`src/sv/ctc_pkg.sv`:
```
// types and constants shared by the columnar transposition cipher unit
// no dependencies; used by ctc_seq and columnar_transposition_cipher_unit
`default_nettype none

package ctc_pkg;

	// one input item and one result item
	typedef struct packed {
		logic [7:0] char_in;
		logic       last_in;
	} in_item_t;

	typedef struct packed {
		logic [7:0] char_out;
		logic       last_out;
		logic [1:0] status;
	} result_t;

	// one readout slot from the address sequencer
	typedef struct packed {
		logic issue;
		logic emit;
		logic pad;
		logic tail;
	} seq_slot_t;

	typedef enum logic [2:0] {
		S_IDLE,
		S_SIZE,
		S_CHECK,
		S_SCAN,
		S_EMIT
	} state_t;

	localparam int CFG_IDX_W = 2;
	localparam logic [CFG_IDX_W-1:0] CFG_MODE = 2'd0;
	localparam logic [CFG_IDX_W-1:0] CFG_COLS = 2'd1;
	localparam logic [CFG_IDX_W-1:0] CFG_KEY  = 2'd2;

	localparam int COLS_W = 5;
	localparam int KEY_W  = 64;
	localparam int MAX_COLUMNS = 16;

	localparam logic              MODE_ENCRYPT = 1'b0;
	localparam logic [COLS_W-1:0] COLS_RESET   = 5'd2;
	localparam logic [KEY_W-1:0]  KEY_RESET    = 64'hFEDC_BA98_7654_3210;

	localparam logic [1:0] STATUS_OK       = 2'd0;
	localparam logic [1:0] STATUS_OVERFLOW = 2'd1;
	localparam logic [1:0] STATUS_EMPTY    = 2'd2;

	localparam logic [7:0] PAD_CHAR    = 8'h58;
	localparam logic [7:0] SPACE_CHAR  = 8'h20;
	localparam logic [7:0] LOWER_A     = 8'h61;
	localparam logic [7:0] LOWER_Z     = 8'h7a;
	localparam logic [7:0] CASE_OFFSET = 8'h20;

endpackage

`default_nettype wire

```
`src/sv/ctc_ram.sv`:
```
// generic single-clock ram, one write port and one registered read port
// no dependencies
`default_nettype none

module ctc_ram #(
	parameter int WIDTH = 8,
	parameter int DEPTH = 64,
	localparam int AW = $clog2(DEPTH)
) (
	input  wire logic             clk,
	input  wire logic             we,
	input  wire logic [AW-1:0]    waddr,
	input  wire logic [WIDTH-1:0] wdata,
	input  wire logic [AW-1:0]    raddr,
	output logic      [WIDTH-1:0] rdata
);

	logic [WIDTH-1:0] mem [DEPTH];

	always_ff @(posedge clk) begin
		if (we) begin
			mem[waddr] <= wdata;
		end
		rdata <= mem[raddr];
	end

endmodule

`default_nettype wire

```
`src/sv/ctc_seq.sv`:
```
// readout address sequencer: walks the grid in key order, one slot a cycle
// depends on ctc_pkg
`default_nettype none

module ctc_seq #(
	parameter int MAX_CELLS = 64,
	localparam int AW = $clog2(MAX_CELLS),
	localparam int RW = $clog2(MAX_CELLS + 1),
	localparam int PW = $clog2(MAX_CELLS + ctc_pkg::MAX_COLUMNS)
) (
	input  wire logic                         clk,
	input  wire logic                         arst_n,
	input  wire logic                         start,
	input  wire logic                         decrypt,
	input  wire logic [ctc_pkg::COLS_W-1:0]   cols,
	input  wire logic [RW-1:0]                rows,
	input  wire logic [RW-1:0]                len,
	input  wire logic [ctc_pkg::KEY_W-1:0]    key,
	output ctc_pkg::seq_slot_t                slot,
	output logic      [AW-1:0]                addr,
	output logic      [RW-1:0]                idx
);

	logic                       run_q;
	logic [ctc_pkg::COLS_W-1:0] r_q;
	logic [RW-1:0]              j_q;
	logic [PW-1:0]              pos_q;
	logic [RW-1:0]              idx_q;

	logic          found;
	logic [3:0]    sel;
	logic [3:0]    rk;
	logic [RW+3:0] prod;
	logic [RW+3:0] dpos;
	logic          dpad;
	logic [PW-1:0] epos;
	logic          epad;
	logic          row_end;
	logic          col_end;
	logic          emit;
	logic          tail;

	// encrypt: highest-numbered column holding rank r_q
	always_comb begin
		found = 1'b0;
		sel   = '0;
		for (int c = 0; c < ctc_pkg::MAX_COLUMNS; c++) begin
			if (ctc_pkg::COLS_W'(c) < cols && {1'b0, key[c*4 +: 4]} == r_q) begin
				found = 1'b1;
				sel   = 4'(c);
			end
		end
	end

	assign epos = (j_q == '0) ? PW'(sel) : pos_q;
	assign epad = epos >= PW'(len);

	// decrypt: cell of column r_q in row j_q sits in chunk rank(r_q)
	assign rk   = key[{r_q[3:0], 2'b00} +: 4];
	assign prod = (RW+4)'(rk) * (RW+4)'(rows);
	assign dpos = prod + (RW+4)'(j_q);
	assign dpad = ({1'b0, rk} >= cols) || (dpos >= (RW+4)'(len));

	assign row_end = j_q == rows - RW'(1);
	assign col_end = r_q == cols - ctc_pkg::COLS_W'(1);
	assign emit    = run_q && (decrypt || found);
	assign tail    = run_q && col_end && (decrypt ? row_end : (!found || row_end));

	always_ff @(posedge clk or negedge arst_n) begin
		if (!arst_n) begin
			run_q <= 1'b0;
			r_q   <= '0;
			j_q   <= '0;
			idx_q <= '0;
		end else if (start) begin
			run_q <= 1'b1;
			r_q   <= '0;
			j_q   <= '0;
			idx_q <= '0;
		end else if (run_q) begin
			if (tail) begin
				run_q <= 1'b0;
			end
			if (emit) begin
				idx_q <= idx_q + RW'(1);
			end
			if (decrypt) begin
				if (col_end) begin
					r_q <= '0;
					j_q <= j_q + RW'(1);
				end else begin
					r_q <= r_q + ctc_pkg::COLS_W'(1);
				end
			end else begin
				if (!found || row_end) begin
					j_q <= '0;
					r_q <= r_q + ctc_pkg::COLS_W'(1);
				end else begin
					j_q <= j_q + RW'(1);
				end
			end
		end
	end

	// running address down a column in encrypt mode
	always_ff @(posedge clk) begin
		pos_q <= epos + PW'(cols);
	end

	assign slot.issue = run_q;
	assign slot.emit  = emit;
	assign slot.pad   = decrypt ? dpad : epad;
	assign slot.tail  = tail;
	assign addr       = decrypt ? dpos[AW-1:0] : epos[AW-1:0];
	assign idx        = idx_q;

endmodule

`default_nettype wire

```
`src/sv/columnar_transposition_cipher_unit.sv`:
```
// cipher unit top: message store in ctc_ram, readout order from ctc_seq, types from ctc_pkg
// after the last item the unit sizes the grid, checks it, then runs a scan pass over the grid
// in key order and, if it finds an item, an emit pass; a status result comes out of the check
// or the scan pass; one item a cycle while loading, up to one result a cycle while emitting,
// set by the single store read port; the receiver cannot stall; reset clears control and config
`default_nettype none

module columnar_transposition_cipher_unit #(
	parameter int MAX_CELLS = 64
) (
	input  wire logic                            clk,
	input  wire logic                            arst_n,
	input  wire logic                            start,
	output logic                                 busy,
	input  wire ctc_pkg::in_item_t               msg,
	output logic                                 strobe,
	output ctc_pkg::result_t                     res,
	input  wire logic                            cfg_valid,
	output logic                                 cfg_ready,
	input  wire logic [ctc_pkg::CFG_IDX_W-1:0]   cfg_index,
	input  wire logic [ctc_pkg::KEY_W-1:0]       cfg_data
);

	localparam int AW = $clog2(MAX_CELLS);
	localparam int RW = $clog2(MAX_CELLS + 1);
	localparam int PW = $clog2(MAX_CELLS + ctc_pkg::MAX_COLUMNS);

	ctc_pkg::state_t state_q, state_d;

	// configuration
	logic                       mode_q;
	logic [ctc_pkg::COLS_W-1:0] cols_cfg_q;
	logic [ctc_pkg::KEY_W-1:0]  key_q;

	// load side
	logic          accept;
	logic [RW-1:0] count_q, count_next;
	logic          ovf_q, ovf_next;
	logic          keep, room;
	logic [7:0]    ch_conv;
	logic          ram_we;

	// latched per message
	logic                       dec_q;
	logic [ctc_pkg::COLS_W-1:0] cols_q, cols_cl;
	logic [RW-1:0]              len_q;
	logic                       lat_ovf_q;
	logic [RW-1:0]              rows_q;
	logic [PW-1:0]              rc_q;

	// readout
	ctc_pkg::seq_slot_t seq_slot, slot_s1;
	logic [AW-1:0]      seq_addr;
	logic [RW-1:0]      seq_idx, idx_s1;
	logic [7:0]         rd_data;
	logic               seq_start;
	logic               any_q, any_next, hit, pass_done;
	logic [RW-1:0]      last_idx_q;
	logic [7:0]         ch_s1;
	logic               size_bad;

	ctc_pkg::result_t res_d;
	logic             strobe_d;

	assign busy      = state_q != ctc_pkg::S_IDLE;
	assign cfg_ready = 1'b1;
	assign accept    = start && !busy;

	// encrypt drops spaces and uppercases letters on the way in
	always_comb begin
		keep    = 1'b1;
		ch_conv = msg.char_in;
		if (mode_q == ctc_pkg::MODE_ENCRYPT) begin
			if (msg.char_in == ctc_pkg::SPACE_CHAR) begin
				keep = 1'b0;
			end else if (msg.char_in inside {[ctc_pkg::LOWER_A:ctc_pkg::LOWER_Z]}) begin
				ch_conv = msg.char_in - ctc_pkg::CASE_OFFSET;
			end
		end
	end

	assign room       = count_q < RW'(MAX_CELLS);
	assign ram_we     = accept && keep && room;
	assign count_next = count_q + RW'(keep && room);
	assign ovf_next   = ovf_q || (keep && !room);

	always_comb begin
		if (cols_cfg_q == '0) begin
			cols_cl = ctc_pkg::COLS_W'(1);
		end else if (cols_cfg_q > ctc_pkg::COLS_W'(ctc_pkg::MAX_COLUMNS)) begin
			cols_cl = ctc_pkg::COLS_W'(ctc_pkg::MAX_COLUMNS);
		end else begin
			cols_cl = cols_cfg_q;
		end
	end

	ctc_ram #(
		.WIDTH(8),
		.DEPTH(MAX_CELLS)
	) u_store (
		.clk  (clk),
		.we   (ram_we),
		.waddr(count_q[AW-1:0]),
		.wdata(ch_conv),
		.raddr(seq_addr),
		.rdata(rd_data)
	);

	ctc_seq #(
		.MAX_CELLS(MAX_CELLS)
	) u_seq (
		.clk    (clk),
		.arst_n (arst_n),
		.start  (seq_start),
		.decrypt(dec_q),
		.cols   (cols_q),
		.rows   (rows_q),
		.len    (len_q),
		.key    (key_q),
		.slot   (seq_slot),
		.addr   (seq_addr),
		.idx    (seq_idx)
	);

	// stage 1: store data lines up with the slot
	assign ch_s1     = slot_s1.pad ? ctc_pkg::PAD_CHAR : rd_data;
	assign hit       = slot_s1.issue && slot_s1.emit &&
		(!dec_q || (!slot_s1.pad && rd_data != ctc_pkg::PAD_CHAR));
	assign pass_done = slot_s1.issue && slot_s1.tail;
	assign any_next  = any_q || hit;
	assign size_bad  = lat_ovf_q || (rc_q > PW'(MAX_CELLS));

	always_comb begin
		state_d = state_q;
		case (state_q)
			ctc_pkg::S_IDLE: begin
				if (accept && msg.last_in) begin
					state_d = ctc_pkg::S_SIZE;
				end
			end
			ctc_pkg::S_SIZE: begin
				if (rc_q >= PW'(len_q)) begin
					state_d = ctc_pkg::S_CHECK;
				end
			end
			ctc_pkg::S_CHECK: begin
				if (size_bad || len_q == '0) begin
					state_d = ctc_pkg::S_IDLE;
				end else begin
					state_d = ctc_pkg::S_SCAN;
				end
			end
			ctc_pkg::S_SCAN: begin
				if (pass_done) begin
					state_d = any_next ? ctc_pkg::S_EMIT : ctc_pkg::S_IDLE;
				end
			end
			ctc_pkg::S_EMIT: begin
				if (pass_done) begin
					state_d = ctc_pkg::S_IDLE;
				end
			end
			default: begin
				state_d = ctc_pkg::S_IDLE;
			end
		endcase
	end

	always_comb begin
		seq_start    = 1'b0;
		strobe_d     = 1'b0;
		res_d        = '0;
		res_d.status = ctc_pkg::STATUS_OK;
		case (state_q)
			ctc_pkg::S_CHECK: begin
				if (size_bad) begin
					strobe_d       = 1'b1;
					res_d.last_out = 1'b1;
					res_d.status   = ctc_pkg::STATUS_OVERFLOW;
				end else if (len_q == '0) begin
					strobe_d       = 1'b1;
					res_d.last_out = 1'b1;
					res_d.status   = ctc_pkg::STATUS_EMPTY;
				end else begin
					seq_start = 1'b1;
				end
			end
			ctc_pkg::S_SCAN: begin
				if (pass_done) begin
					if (any_next) begin
						seq_start = 1'b1;
					end else begin
						strobe_d       = 1'b1;
						res_d.last_out = 1'b1;
						res_d.status   = ctc_pkg::STATUS_EMPTY;
					end
				end
			end
			ctc_pkg::S_EMIT: begin
				// trailing pads past the last kept item are dropped
				if (slot_s1.issue && slot_s1.emit && idx_s1 <= last_idx_q) begin
					strobe_d       = 1'b1;
					res_d.char_out = ch_s1;
					res_d.last_out = idx_s1 == last_idx_q;
				end
			end
			default: begin
				seq_start = 1'b0;
			end
		endcase
	end

	always_ff @(posedge clk or negedge arst_n) begin
		if (!arst_n) begin
			state_q    <= ctc_pkg::S_IDLE;
			mode_q     <= ctc_pkg::MODE_ENCRYPT;
			cols_cfg_q <= ctc_pkg::COLS_RESET;
			key_q      <= ctc_pkg::KEY_RESET;
			count_q    <= '0;
			ovf_q      <= 1'b0;
			slot_s1    <= '0;
			any_q      <= 1'b0;
			strobe     <= 1'b0;
		end else begin
			state_q <= state_d;
			slot_s1 <= seq_slot;
			strobe  <= strobe_d;
			if (cfg_valid && cfg_ready) begin
				case (cfg_index)
					ctc_pkg::CFG_MODE: mode_q     <= cfg_data[0];
					ctc_pkg::CFG_COLS: cols_cfg_q <= cfg_data[ctc_pkg::COLS_W-1:0];
					ctc_pkg::CFG_KEY:  key_q      <= cfg_data;
					default: begin
						mode_q <= mode_q;
					end
				endcase
			end
			if (accept) begin
				if (msg.last_in) begin
					count_q <= '0;
					ovf_q   <= 1'b0;
				end else begin
					count_q <= count_next;
					ovf_q   <= ovf_next;
				end
			end
			if (state_q == ctc_pkg::S_CHECK) begin
				any_q <= 1'b0;
			end else if (state_q == ctc_pkg::S_SCAN && hit) begin
				any_q <= 1'b1;
			end
		end
	end

	always_ff @(posedge clk) begin
		idx_s1 <= seq_idx;
		res    <= res_d;
		if (accept && msg.last_in) begin
			len_q     <= count_next;
			lat_ovf_q <= ovf_next;
			dec_q     <= mode_q != ctc_pkg::MODE_ENCRYPT;
			cols_q    <= cols_cl;
			rows_q    <= '0;
			rc_q      <= '0;
		end else if (state_q == ctc_pkg::S_SIZE && rc_q < PW'(len_q)) begin
			// rows = ceil(len / cols) by repeated addition
			rows_q <= rows_q + RW'(1);
			rc_q   <= rc_q + PW'(cols_q);
		end
		if (state_q == ctc_pkg::S_SCAN && hit) begin
			last_idx_q <= idx_s1;
		end
	end

	a_strobe_from_busy: assert property (@(posedge clk) disable iff (!arst_n)
		strobe |-> $past(busy))
		else $error("result strobe without readout activity");

	a_gap_after_last: assert property (@(posedge clk) disable iff (!arst_n)
		strobe && res.last_out |=> !strobe)
		else $error("result right after the final result of a message");

	a_status_shape: assert property (@(posedge clk) disable iff (!arst_n)
		strobe && res.status != ctc_pkg::STATUS_OK |-> res.last_out && res.char_out == 8'h00)
		else $error("status result must be a lone final result with zero char");

	a_no_read_while_load: assert property (@(posedge clk) disable iff (!arst_n)
		seq_slot.issue |-> busy && !ram_we)
		else $error("store read while loading");

	a_pass_in_readout: assert property (@(posedge clk) disable iff (!arst_n)
		pass_done |-> state_q == ctc_pkg::S_SCAN || state_q == ctc_pkg::S_EMIT)
		else $error("sequencer pass ended outside readout");

endmodule

`default_nettype wire

```
`config.mk`:
```
export PLATFORM = sky130hd
export DESIGN_NAME = columnar_transposition_cipher_unit
export DESIGN_NICKNAME = d
export VERILOG_FILES = /design/src/sv/ctc_pkg.sv /design/src/sv/ctc_ram.sv /design/src/sv/ctc_seq.sv /design/src/sv/columnar_transposition_cipher_unit.sv
export SDC_FILE = /design/constraint.sdc
export NUM_CORES = 1
export LEC_CHECK = 0
export BUFFER_PORTS_ARGS = -buffer_cell sky130_fd_sc_hd__buf_4
export CORE_UTILIZATION = 40
export CTS_CLUSTER_SIZE = 30
export DETAILED_ROUTE_END_ITERATION = 10
export PLACE_DENSITY_LB_ADDON = 0.08
export SYNTH_ARGS = -nofsm -noshare
export SYNTH_HDL_FRONTEND = slang
export SYNTH_SLANG_ARGS = --single-unit
export TNS_END_PERCENT = 1
```
`constraint.sdc`:
```
create_clock -name clk -period 10 [get_ports clk]
set_input_delay 0.5 -clock clk [delete_from_list [all_inputs] [get_ports clk]]
set_output_delay 0.5 -clock clk [all_outputs]
set_load 0.02 [all_outputs]
```
==> results of run 1 <==
==> layer usage <==
| layer | up-vias | GRT usage [%] | share of wire [%] |
|---|---|---|---|
| met5 | - | 0 | 0 |
| met4 | 0 | 7.71 | 2.9 |
| met3 | 136 | 4.82 | 7.0 |
| met2 | 690 | 34.8 | 45 |
| met1 | 10200 | 31.9 | 45 |
| li1 | 9182 | - | - |
==> layout by cell type, fill, tap and decap left out, drive strengths merged, types with 8 or more instances in the layout <==
cell type / Yosys / routed
nor2: 158 / 158
a21o: 15 / 15
ha: 75 / 75
mux4: 20 / 20
a22oi: 24 / 24
and2: 24 / 24
fa: 18 / 18
dfrtp: 74 / 74
clkbuf: 58 / 116
a211oi: 9 / 9
a22o: 11 / 11
or3: 9 / 9
or4: 8 / 8
dfstp: 33 / 33
nor4: 21 / 21
mux2i: 143 / 143
edfxtp: 533 / 533
nand2: 286 / 286
buf: 62 / 123
clkinv: 1 / 23
o31ai: 9 / 9
xor2: 47 / 47
dfxtp: 47 / 47
a21oi: 90 / 90
a311oi: 10 / 10
and3: 15 / 15
mux2: 78 / 78
o21ai: 52 / 52
nand2b: 13 / 13
nand4: 38 / 38
inv: 78 / 80
xnor2: 64 / 64
a31oi: 28 / 28
nand3: 69 / 69
nor2b: 22 / 22
nor3: 27 / 27
o211ai: 17 / 17
a32oi: 16 / 16
o22ai: 30 / 30
nand3b: 9 / 9
==> cells by family after synthesis <==
family                   after synthesis  share of synthesized area, %
XOR/XNOR                             111                          3.09
AO/OA/AOI/OAI                        364                          7.73
flip-flops                           687                          62.6
multiplexers                         241                          8.78
other                                  1                        0.0119
adder cells (fa/ha/maj)               93                          4.13
buffers and inverters                199                          2.71
AND/OR/NAND/NOR                      726                          11.0
==> registers in the layout, indices dropped and copies added (netlist names), 7 cells and up <==
register,cells
u_seq.pos_q,7
rc_q,7
u_seq.idx,7
key_q,64
res,11
len_q,7
u_store.rdata,8
count_q,7
rows_q,7
last_idx_q,7
u_seq.j_q,7
idx_s1,7
u_store.mem,512
==> final timing paths <==
| kind | from | endpoint | slack [ns] |
|---|---|---|---|
| min in group asynchronous | arst_n | key_q[23]$_DFFE_PN0P_ | 0.49 |
| max in group asynchronous | arst_n | u_seq.idx[3]$_DFFE_PN0P_ | 8.21 |
| worst max register to register | u_seq.r_q[0]$_DFFE_PN0P_ | u_store.rdata[7]$_DFF_P_ | 2.01 |
| worst min-delay path | cfg_data[39] | key_q[39]$_DFFE_PN1P_ | 0.12 |
| worst min register to register | u_seq.idx[6]$_DFFE_PN0P_ | idx_s1[6]$_DFF_P_ | 0.40 |
| worst max-delay path | u_seq.r_q[0]$_DFFE_PN0P_ | u_store.rdata[7]$_DFF_P_ | 2.01 |
==> report_power, final <==
group,internal (uW),switching [uW],leakage (uW)
logic,1730,3050,0.00569
registers,3310,287,0.00645
clock network,1650,1170,0.00123
total,6690,4510,0.0134
==> final cells by class <==
type | count | area, sq um | share of cell area [%]
Sequential cell | 687 | 19700 | 55.1
Clock inverter | 29 | 218 | 0.610
Inverter | 79 | 297 | 0.831
Clock buffer | 116 | 2300 | 6.44
Multi-Input combinational cell | 1536 | 11000 | 30.7
Tap cell | 1040 | 1300 | 3.64
Timing Repair Buffer | 124 | 946 | 2.65
==> stage by stage <==
stage          std cells  area (sq um)  worst slack, ns  util [%]
3_5_place_dp        3465         33200             2.04      42.8
6_report            3611         35700             2.01      46.0
4_1_cts             3611         35700             2.03      46.0
5_1_grt             3611         35700             1.49      46.0
3_3_place_gp        3465         33200             2.14      42.8
2_1_floorplan       2422         31400             2.98         -
==> critical path, delay by kind of cell, from the launching register on <==
family | cells | cell delay [ns]
and+or+nand+nor | 6 | 2.39
adders and majority gates | 4 | 1.80
muxes | 2 | 1.24
DFF | 1 | 1.02
AOI/OAI and AO/OA | 4 | 0.65
buffers and inverters | 2 | 0.45
xor gates and xnor gates | 1 | 0.27
==> impl_metrics.ini, run 1 <==
[sta]
worst_hold_slack_ns = 0.119
setup_viol = 0
finalMaxSlewViolations = 0
timing.fmax_mhz = 125
worstMarginPinSlew_ns = 1.34
fin_crit_sh_pct = 79.9
relSlewSlack_pct = 10.2
rsz0062_at_grt = false
finClkSkew_ns = 0.0261
fin_tns_setup_ns = 0
timing_hold_violations_final = 0
fin_crit_ns = 7.99

[critical_path]
cp-end-kind = flip-flop
crit_top_cell = fa_1
cp-start-kind = flip-flop
cp_max_fo = 36
cp.arrival_ns = 8.49
cp_slowest_cell = dfrtp_2
critical_path_class = flip-flop to flip-flop
cp_cell_sequence = mux4_2, mux4_2, nand2_1, fa_1, fa_1, fa_1, inv_1, ha_1, xor2_1, nand2_1, o31ai_1, a31o_2, buf_4, nand3_1, nor2_1, a32oi_1, nand4_1, a21oi_1, or4_1
critPathRequiredTime_ns = 10.50
slowest_delay_ns = 1.02
reg2reg_depth = 19

[power]
leakage_uw = 0.0134
p_total_uw = 11200
pwr_density_cell_nw_per_um2 = 314
irDropWorstVdd_v = 0.000379

[floorplanning]
die_w_microns = 282
start_util_pct = 40.5
rows = 102
core_sq_um = 77600
die_y_microns = 282
ioPinCount = 93
dieArea_sq_um = 79700

[placement]
globalplace.congestion = 0.895
dp_hpwl_microns = 59700
io_buffers = 91

[synth]
synth_cells = 2422
synth.largest_area_cell = edfxtp_1
yosysMostFrequentCell = edfxtp_1
syn_nets = 2594
synth-seq-area-share_pct = 62.6
netlist_area_sq_um = 31400
netlist.area_leader.share_pct = 50.9
synth.area.top_cells = edfxtp_1, dfrtp_1, mux2i_1
synth-edff-count = 533
async_reset_ff_share_pct = 15.6
ys_seq_elements = 687
synth_area_per_cell_sq_um = 13.0
synth-main-ff-cell = edfxtp_1
synth_warnings = 0
synth_common_cells = edfxtp_1, nand2_1, nor2_1
ys_types = 83

[detailed_routing]
wl_microns = 89200
drt-initial-drc-count = 1756
vias = 20200
firstDrtPassIters = 6
via_per_inst = 5.59
drc = 0
ant_nets = 0
wire_per_inst_microns = 24.7

[cells_and_area]
drive_gt1_share_pct = 15.7
nNetsFinal = 2679
num-fill-cells = 7107
area_delta_synth_final_pct = 13.6
diodes = 0

[clock_tree]
insertion_delay_ns = 0.62
cts_buffer_depth = 3
cts_resized = 0
cts_hold_buffers = 1
cts_setup_buffers = 0
clkSlewWorstSetupHoldPaths_ns = 0.06
clock_sinks = 687
root_buffer = clkbuf_16
numCtsBuffers = 79
tritoncts = built
htree_levels = 3

[global_route]
grt_pass1_wl_microns = 132000
grt_pass1_vias = 20200
antenna_found_initial = 1
grt_max_degree = 148
gr-total-overflow = 0
grt_usage_pct = 22.7

[status]
run_status = finished, final reports clean

[hold_path]
min_path_cells = 2
hp-class = input pin to flip-flop

[job]
drv_cap = 0
Power figures use the tool's default switching activity.
==> run 2, diff against run 1 <==
clock period = 7.4 ns   (was 10 ns; I/O delays follow)
==> run 2 against run 1 <==
Clock power is 42% higher. Total power is 39% higher. Maximum frequency is 16% higher. Final cell count is 2.5% higher. Die area stayed put. Critical endpoint is now u_store.rdata[2]$_DFF_P_. Design area is 2.8% higher. Critical path type unchanged. First-iteration DRC count is 6.9% higher. Sequential share of layout area is 1.5 points lower. Critical path depth is 2 higher.
==> impl_metrics.ini, run 2 (synthesized netlist as in run 1, its figures left out) <==
[status]
run_status = finished, final reports clean

[power]
pwr-share-comb_pct = 43.2
clockPowerShare_pct = 25.7
netSwitchingFraction_pct = 39.7
irDropWorstVdd_v = 0.000281
pwr-share-seq_pct = 31.1
switchingPower_uw = 6170
leakage_uw = 0.0138
p_int_uw = 9390
pwr_density_cell_nw_per_um2 = 424

[sta]
fin_crit_ns = 6.91
fin_crit_sh_pct = 93.4
fin_tns_setup_ns = 0
timing.fmax_mhz = 145
relSlewSlack_pct = 25.7
timing_hold_violations_final = 0
worstMarginPinSlew_ns = 1.11
finalMaxSlewViolations = 0
finClkSkew_ns = 0.0389
setup_ws_ns = 0.491
setup_viol = 0
rsz0062_at_grt = false

[floorplanning]
rows = 102
die_w_microns = 282
die_y_microns = 282
ioPinCount = 93
start_util_pct = 40.5
dieArea_sq_um = 79700
core_sq_um = 77600

[placement]
dp_hpwl_microns = 61500
globalplace.congestion = 0.890
dpl_worst_slack_ns = 0.536
io_buffers = 91
placed_area_sq_um = 33400

[critical_path]
cp_cell_sequence = mux4_2, mux4_2, nand2_1, fa_1, fa_1, fa_1, inv_1, ha_1, a21o_1, a21oi_1, xnor2_1, mux2i_1, buf_4, nor2b_1, buf_4, nand3_1, o22ai_1, nor4_1, buf_4, o2111ai_1, or3_1
cp-start-kind = flip-flop
cp_max_fo = 19
critPathRequiredTime_ns = 7.93
cp.arrival_ns = 7.44
crit_path_end = u_store.rdata[2]$_DFF_P_
critical_path_class = flip-flop to flip-flop
slowest_delay_ns = 0.72
r2r_slack_ns = 0.49
critPathLaunch = u_seq.r_q[0]$_DFFE_PN0P_
r2r_end = u_store.rdata[2]$_DFF_P_
cp_slowest_cell = dfrtp_2
cp-end-kind = flip-flop
rr_startpoint = u_seq.r_q[0]$_DFFE_PN0P_
reg2reg_depth = 21

[global_route]
antenna_found_initial = 4
grt_max_degree = 93
grt_pass1_wl_microns = 135000
grt_pass1_vias = 20400
grt_usage_pct = 23.1
gr-total-overflow = 0

[cells_and_area]
final_cell_mix = edfxtp_1, nand2_1, nor2_1
drive_gt1_share_pct = 15.7
largest_register_ffs = 512
layout_commonest_cell = edfxtp_1
utilization_pct = 47.3
nNetsFinal = 2768
diodes = 0
top_register = u_store.mem
stdcell_area_sq_um = 36700
top_regs = u_store.mem: 512 flops, key_q: 64 flops, res: 11 flops
area_delta_synth_final_pct = 16.8

[detailed_routing]
drt-initial-drc-count = 1878
ant_nets = 0
wire_per_inst_microns = 24.6
wl_microns = 90900
drc = 0
via_per_inst = 5.51
firstDrtPassIters = 5
vias = 20400

[clock_tree]
numCtsBuffers = 79
cts_buffer_depth = 3
clock_sinks = 687
root_buffer = clkbuf_16
clkSlewWorstSetupHoldPaths_ns = 0.06
htree_levels = 3
insertion_delay_ns = 0.65
tritoncts = built

[hold_path]
min_path_cells = 4
hp-class = input pin to flip-flop

[job]
drv_cap = 0
-- run 2: cell type report --
class,count,area [sq um]
timing repair buffer,213,1820
clock buffer,116,2200
multi-input combinational,1536,11000
tap,1040,1300
fill,6972,40900
inverter,79,297
clock inverter,32,444
sequential,687,19700
-- run 2: power groups by stage --
stage / combinational (uW) / sequential [uW] / clock, uW
2_1_floorplan: 4580 / 4690 / 0
3_3_place_gp: 6600 / 4900 / 0
3_5_place_dp: 6670 / 4900 / 0
4_1_cts: 6720 / 4820 / 4070
5_1_grt: 7280 / 4870 / 4220
6_report: 6730 / 4830 / 4000
-- run 2: worst min-delay path by stage --
stage / from / endpoint / slack, ns
final: msg[0] / ovf_q$_DFFE_PN0P_ / 0.12
after global routing: cfg_index[1] / mode_q$_DFFE_PN0P_ / 0.13
after CTS: cfg_index[0] / mode_q$_DFFE_PN0P_ / 0.1
after detailed placement: u_seq.idx[6]$_DFFE_PN0P_ / idx_s1[6]$_DFF_P_ / 0.38
after global placement: u_seq.idx[6]$_DFFE_PN0P_ / idx_s1[6]$_DFF_P_ / 0.38
after floorplan: arst_n / any_q$_DFFE_PN0P_ / 0.07
-- run 2: what timing repair did --
action | in CTS | in global routing
resized for setup | 0 | 0
hold endpoints to repair | 89 | 0
hold buffers | 65 | 0
buffers inserted | 0 | 0
-- run 2: per-stage QoR --
| step | power [uW] | cells | hold WS [ns] |
|---|---|---|---|
| finish | 15600 | 3703 | 0.122 |
| global route | 16400 | 3703 | 0.133 |
| CTS | 15600 | 3703 | 0.0986 |
| detailed placement | 11600 | 3490 | 0.384 |
| global placement | 11500 | 3490 | 0.384 |
| floorplan | 9270 | 2422 | 0.0744 |
-- run 2: critical path, delay by kind of cell (launching register included) --
family	cells	cell delay, ns
flops	1	0.72
simple gates	5	1.48
buf+inv	4	0.64
xor+xnor	1	0.18
mux	3	1.30
compound gates	4	0.66
fa+ha+maj	4	1.81
-- run 2: per-layer routing --
metal,vias to the layer above,wire length (microns),GRT usage (%)
met5,-,0,0
met4,0,1610,5.65
met3,110,5280,3.39
met2,613,41600,36.2
met1,10300,42400,33.8
li1,9359,-,-
==> run 3, diff against run 2 <==
CTS_BUF_LIST = sky130_fd_sc_hd__clkbuf_4 sky130_fd_sc_hd__clkbuf_8   (was unset)
==> run 3 against run 2 <==
Core utilization down 0.29 points. Critical path depth unchanged. Clock-buffer cell count up 65. Worst hold slack worse by 0.050 ns. Register-to-register slack worse by 0.03 ns. Setup slack worse by 0.034 ns. Clock power down 14%.
==> impl_metrics.ini, run 3 (synthesized netlist as in run 1, its figures left out) <==
[status]
run_status = finished, final reports clean

[global_route]
gr-total-overflow = 0
antenna_found_initial = 5
grt_usage_pct = 23.3
grt_pass1_vias = 20700
grt_pass1_wl_microns = 136000
grt_max_degree = 93

[critical_path]
cp_cell_sequence = mux4_2, mux4_2, nand2_1, fa_1, fa_1, fa_1, inv_1, ha_1, a21o_1, a21oi_1, xnor2_1, mux2i_1, buf_4, nor2b_1, buf_4, nand3_1, o22ai_1, nor4_1, buf_4, o2111ai_1, or3_1
reg2reg_depth = 21
critPathRequiredTime_ns = 8.03
rr_startpoint = u_seq.r_q[0]$_DFFE_PN0P_
crit_path_end = u_store.rdata[2]$_DFF_P_
cp-start-kind = flip-flop
crit_family = adder cells
r2r_slack_ns = 0.46
critical_path_class = flip-flop to flip-flop
critPathLaunch = u_seq.r_q[0]$_DFFE_PN0P_
worst-path-stages = 21
cp-end-kind = flip-flop
cp_max_fo = 19
cp_num_buf_inv = 4
slowest_delay_ns = 0.71
r2r_end = u_store.rdata[2]$_DFF_P_
cp.arrival_ns = 7.57
cp_slowest_cell = dfrtp_2

[clock_tree]
cts_resized = 0
tritoncts = built
htree_levels = 3
root_buffer = clkbuf_8
insertion_delay_ns = 0.75
clkSlewWorstSetupHoldPaths_ns = 0.06
cts_setup_buffers = 0
cts_hold_buffers = 68
cts_buffer_depth = 3
clock_sinks = 687
numCtsBuffers = 117

[detailed_routing]
wire_per_inst_microns = 24.2
wl_microns = 91500
ant_nets = 0
drt-initial-drc-count = 1855
via_per_inst = 5.46
firstDrtPassIters = 5
vias = 20600
drc = 0

[placement]
io_buffers = 91
globalplace.congestion = 0.890
dpl.cell_count = 3490
dp_hpwl_microns = 61500

[job]
drv_cap = 0

[floorplanning]
ioPinCount = 93
die_w_microns = 282
core_sq_um = 77600
dieArea_sq_um = 79700
die_y_microns = 282
start_util_pct = 40.5
rows = 102

[power]
irDropWorstVdd_v = 0.000312
switchingPower_uw = 6100
netSwitchingFraction_pct = 40.7
leakage_uw = 0.0138
clockPowerShare_pct = 23.0
pwr_density_cell_nw_per_um2 = 411
pwr-share-seq_pct = 32.2
p_int_uw = 8890
pwr-share-comb_pct = 44.8

[cells_and_area]
num-fill-cells = 7046
largest_register_ffs = 512
nNetsFinal = 2809
drive_gt1_share_pct = 18.7
top_regs = u_store.mem: 512 flops, key_q: 64 flops, res: 11 flops
layout_commonest_cell = edfxtp_1
area_delta_synth_final_pct = 16.1
fin_cells = 3780
top_register = u_store.mem
final_cell_mix = edfxtp_1, nand2_1, nor2_1

[sta]
fin_crit_ns = 6.94
setup_viol = 0
fin_tns_setup_ns = 0
worstMarginPinSlew_ns = 1.12
finalMaxSlewViolations = 0
timing.fmax_mhz = 144
relSlewSlack_pct = 25.4
finClkSkew_ns = 0.0498
rsz0062_at_grt = false
timing_hold_violations_final = 0
fin_crit_sh_pct = 93.8

[hold_path]
hp-class = input pin to flip-flop
[run 3: changes by cell type in the layout (fill, tap and decap cells not counted), sizes merged]
cell	previous run	this run
dlygate4sd3	65	68
clkinv	21	35
diode	0	2
inv	79	81
clkinvlp	2	1
clkbuf	116	181
bufinv	9	1
[run 3: worst min-delay path by stage]
stage / start / end / slack (ns) / depth (start not counted)
final: start / ovf_q$_DFFE_PN0P_ / 0.07 / 4
after global routing: msg[4] / u_store.mem[3][3]$_DFFE_PP_ / 0.04 / 1
after CTS: start / ovf_q$_DFFE_PN0P_ / 0.001 / 4
after detailed placement: u_seq.idx[6]$_DFFE_PN0P_ / idx_s1[6]$_DFF_P_ / 0.38 / 0
after global placement: u_seq.idx[6]$_DFFE_PN0P_ / idx_s1[6]$_DFF_P_ / 0.38 / 0
after floorplan: arst_n / any_q$_DFFE_PN0P_ / 0.07 / 0
[run 3: power groups by stage]
| stage | clock network [uW] | logic [uW] | registers [uW] |
|---|---|---|---|
| final | 3450 | 6710 | 4830 |
| after global routing | 3720 | 7280 | 4870 |
| after CTS | 3550 | 6720 | 4830 |
| after detailed placement | 0 | 6670 | 4900 |
| after global placement | 0 | 6600 | 4900 |
| after floorplan | 0 | 4580 | 4690 |
[run 3: area by class of cell]
class	count	area, sq um	share of cell area [%]
repair buffers	216	1850	5.08
multi-input cells	1536	11000	30.1
inverters	79	297	0.813
clock buffers	181	2160	5.92
diodes	2	5.00	0.0137
flip-flops and latches	687	19700	53.9
clock inverters	39	228	0.624
well taps	1040	1300	3.57
[run 3: through the flow]
step	total power, uW	instance area (sq um)	setup WS (ns)	hold WS [ns]	utilization, %
3_3_place_gp	11500	33400	0.622	0.384	43.1
6_report	15000	36500	0.457	0.0717	47.0
4_1_cts	15100	36500	0.541	0.00108	47.0
5_1_grt	15900	36500	0.153	0.0408	47.0
3_5_place_dp	11600	33400	0.536	0.384	43.1
2_1_floorplan	9270	31400	0.384	0.0744	-
[run 3: per-layer routing]
| metal | track usage (%) | up-vias | part of all wire [%] |
|---|---|---|---|
| met2 | 36.4 | 610 | 46 |
| li1 | - | 9451 | - |
| met1 | 33.7 | 10400 | 46 |
| met5 | 0 | - | 0 |
| met4 | 5.70 | 0 | 2.0 |
| met3 | 3.96 | 128 | 5.8 |
[run 3: worst register-to-register path: stages (launching register included)]
cell and delay, ns:
dfrtp_2 0.71, mux4_2 0.59, mux4_2 0.59, nand2_1 0.14, fa_1 0.45, fa_1 0.51, fa_1 0.52, inv_1 0.05
ha_1 0.33, a21o_1 0.19, a21oi_1 0.23, xnor2_1 0.18, mux2i_1 0.11, buf_4 0.18, nor2b_1 0.14, buf_4 0.18
nand3_1 0.24, o22ai_1 0.14, nor4_1 0.71, buf_4 0.25, o2111ai_1 0.10, or3_1 0.34
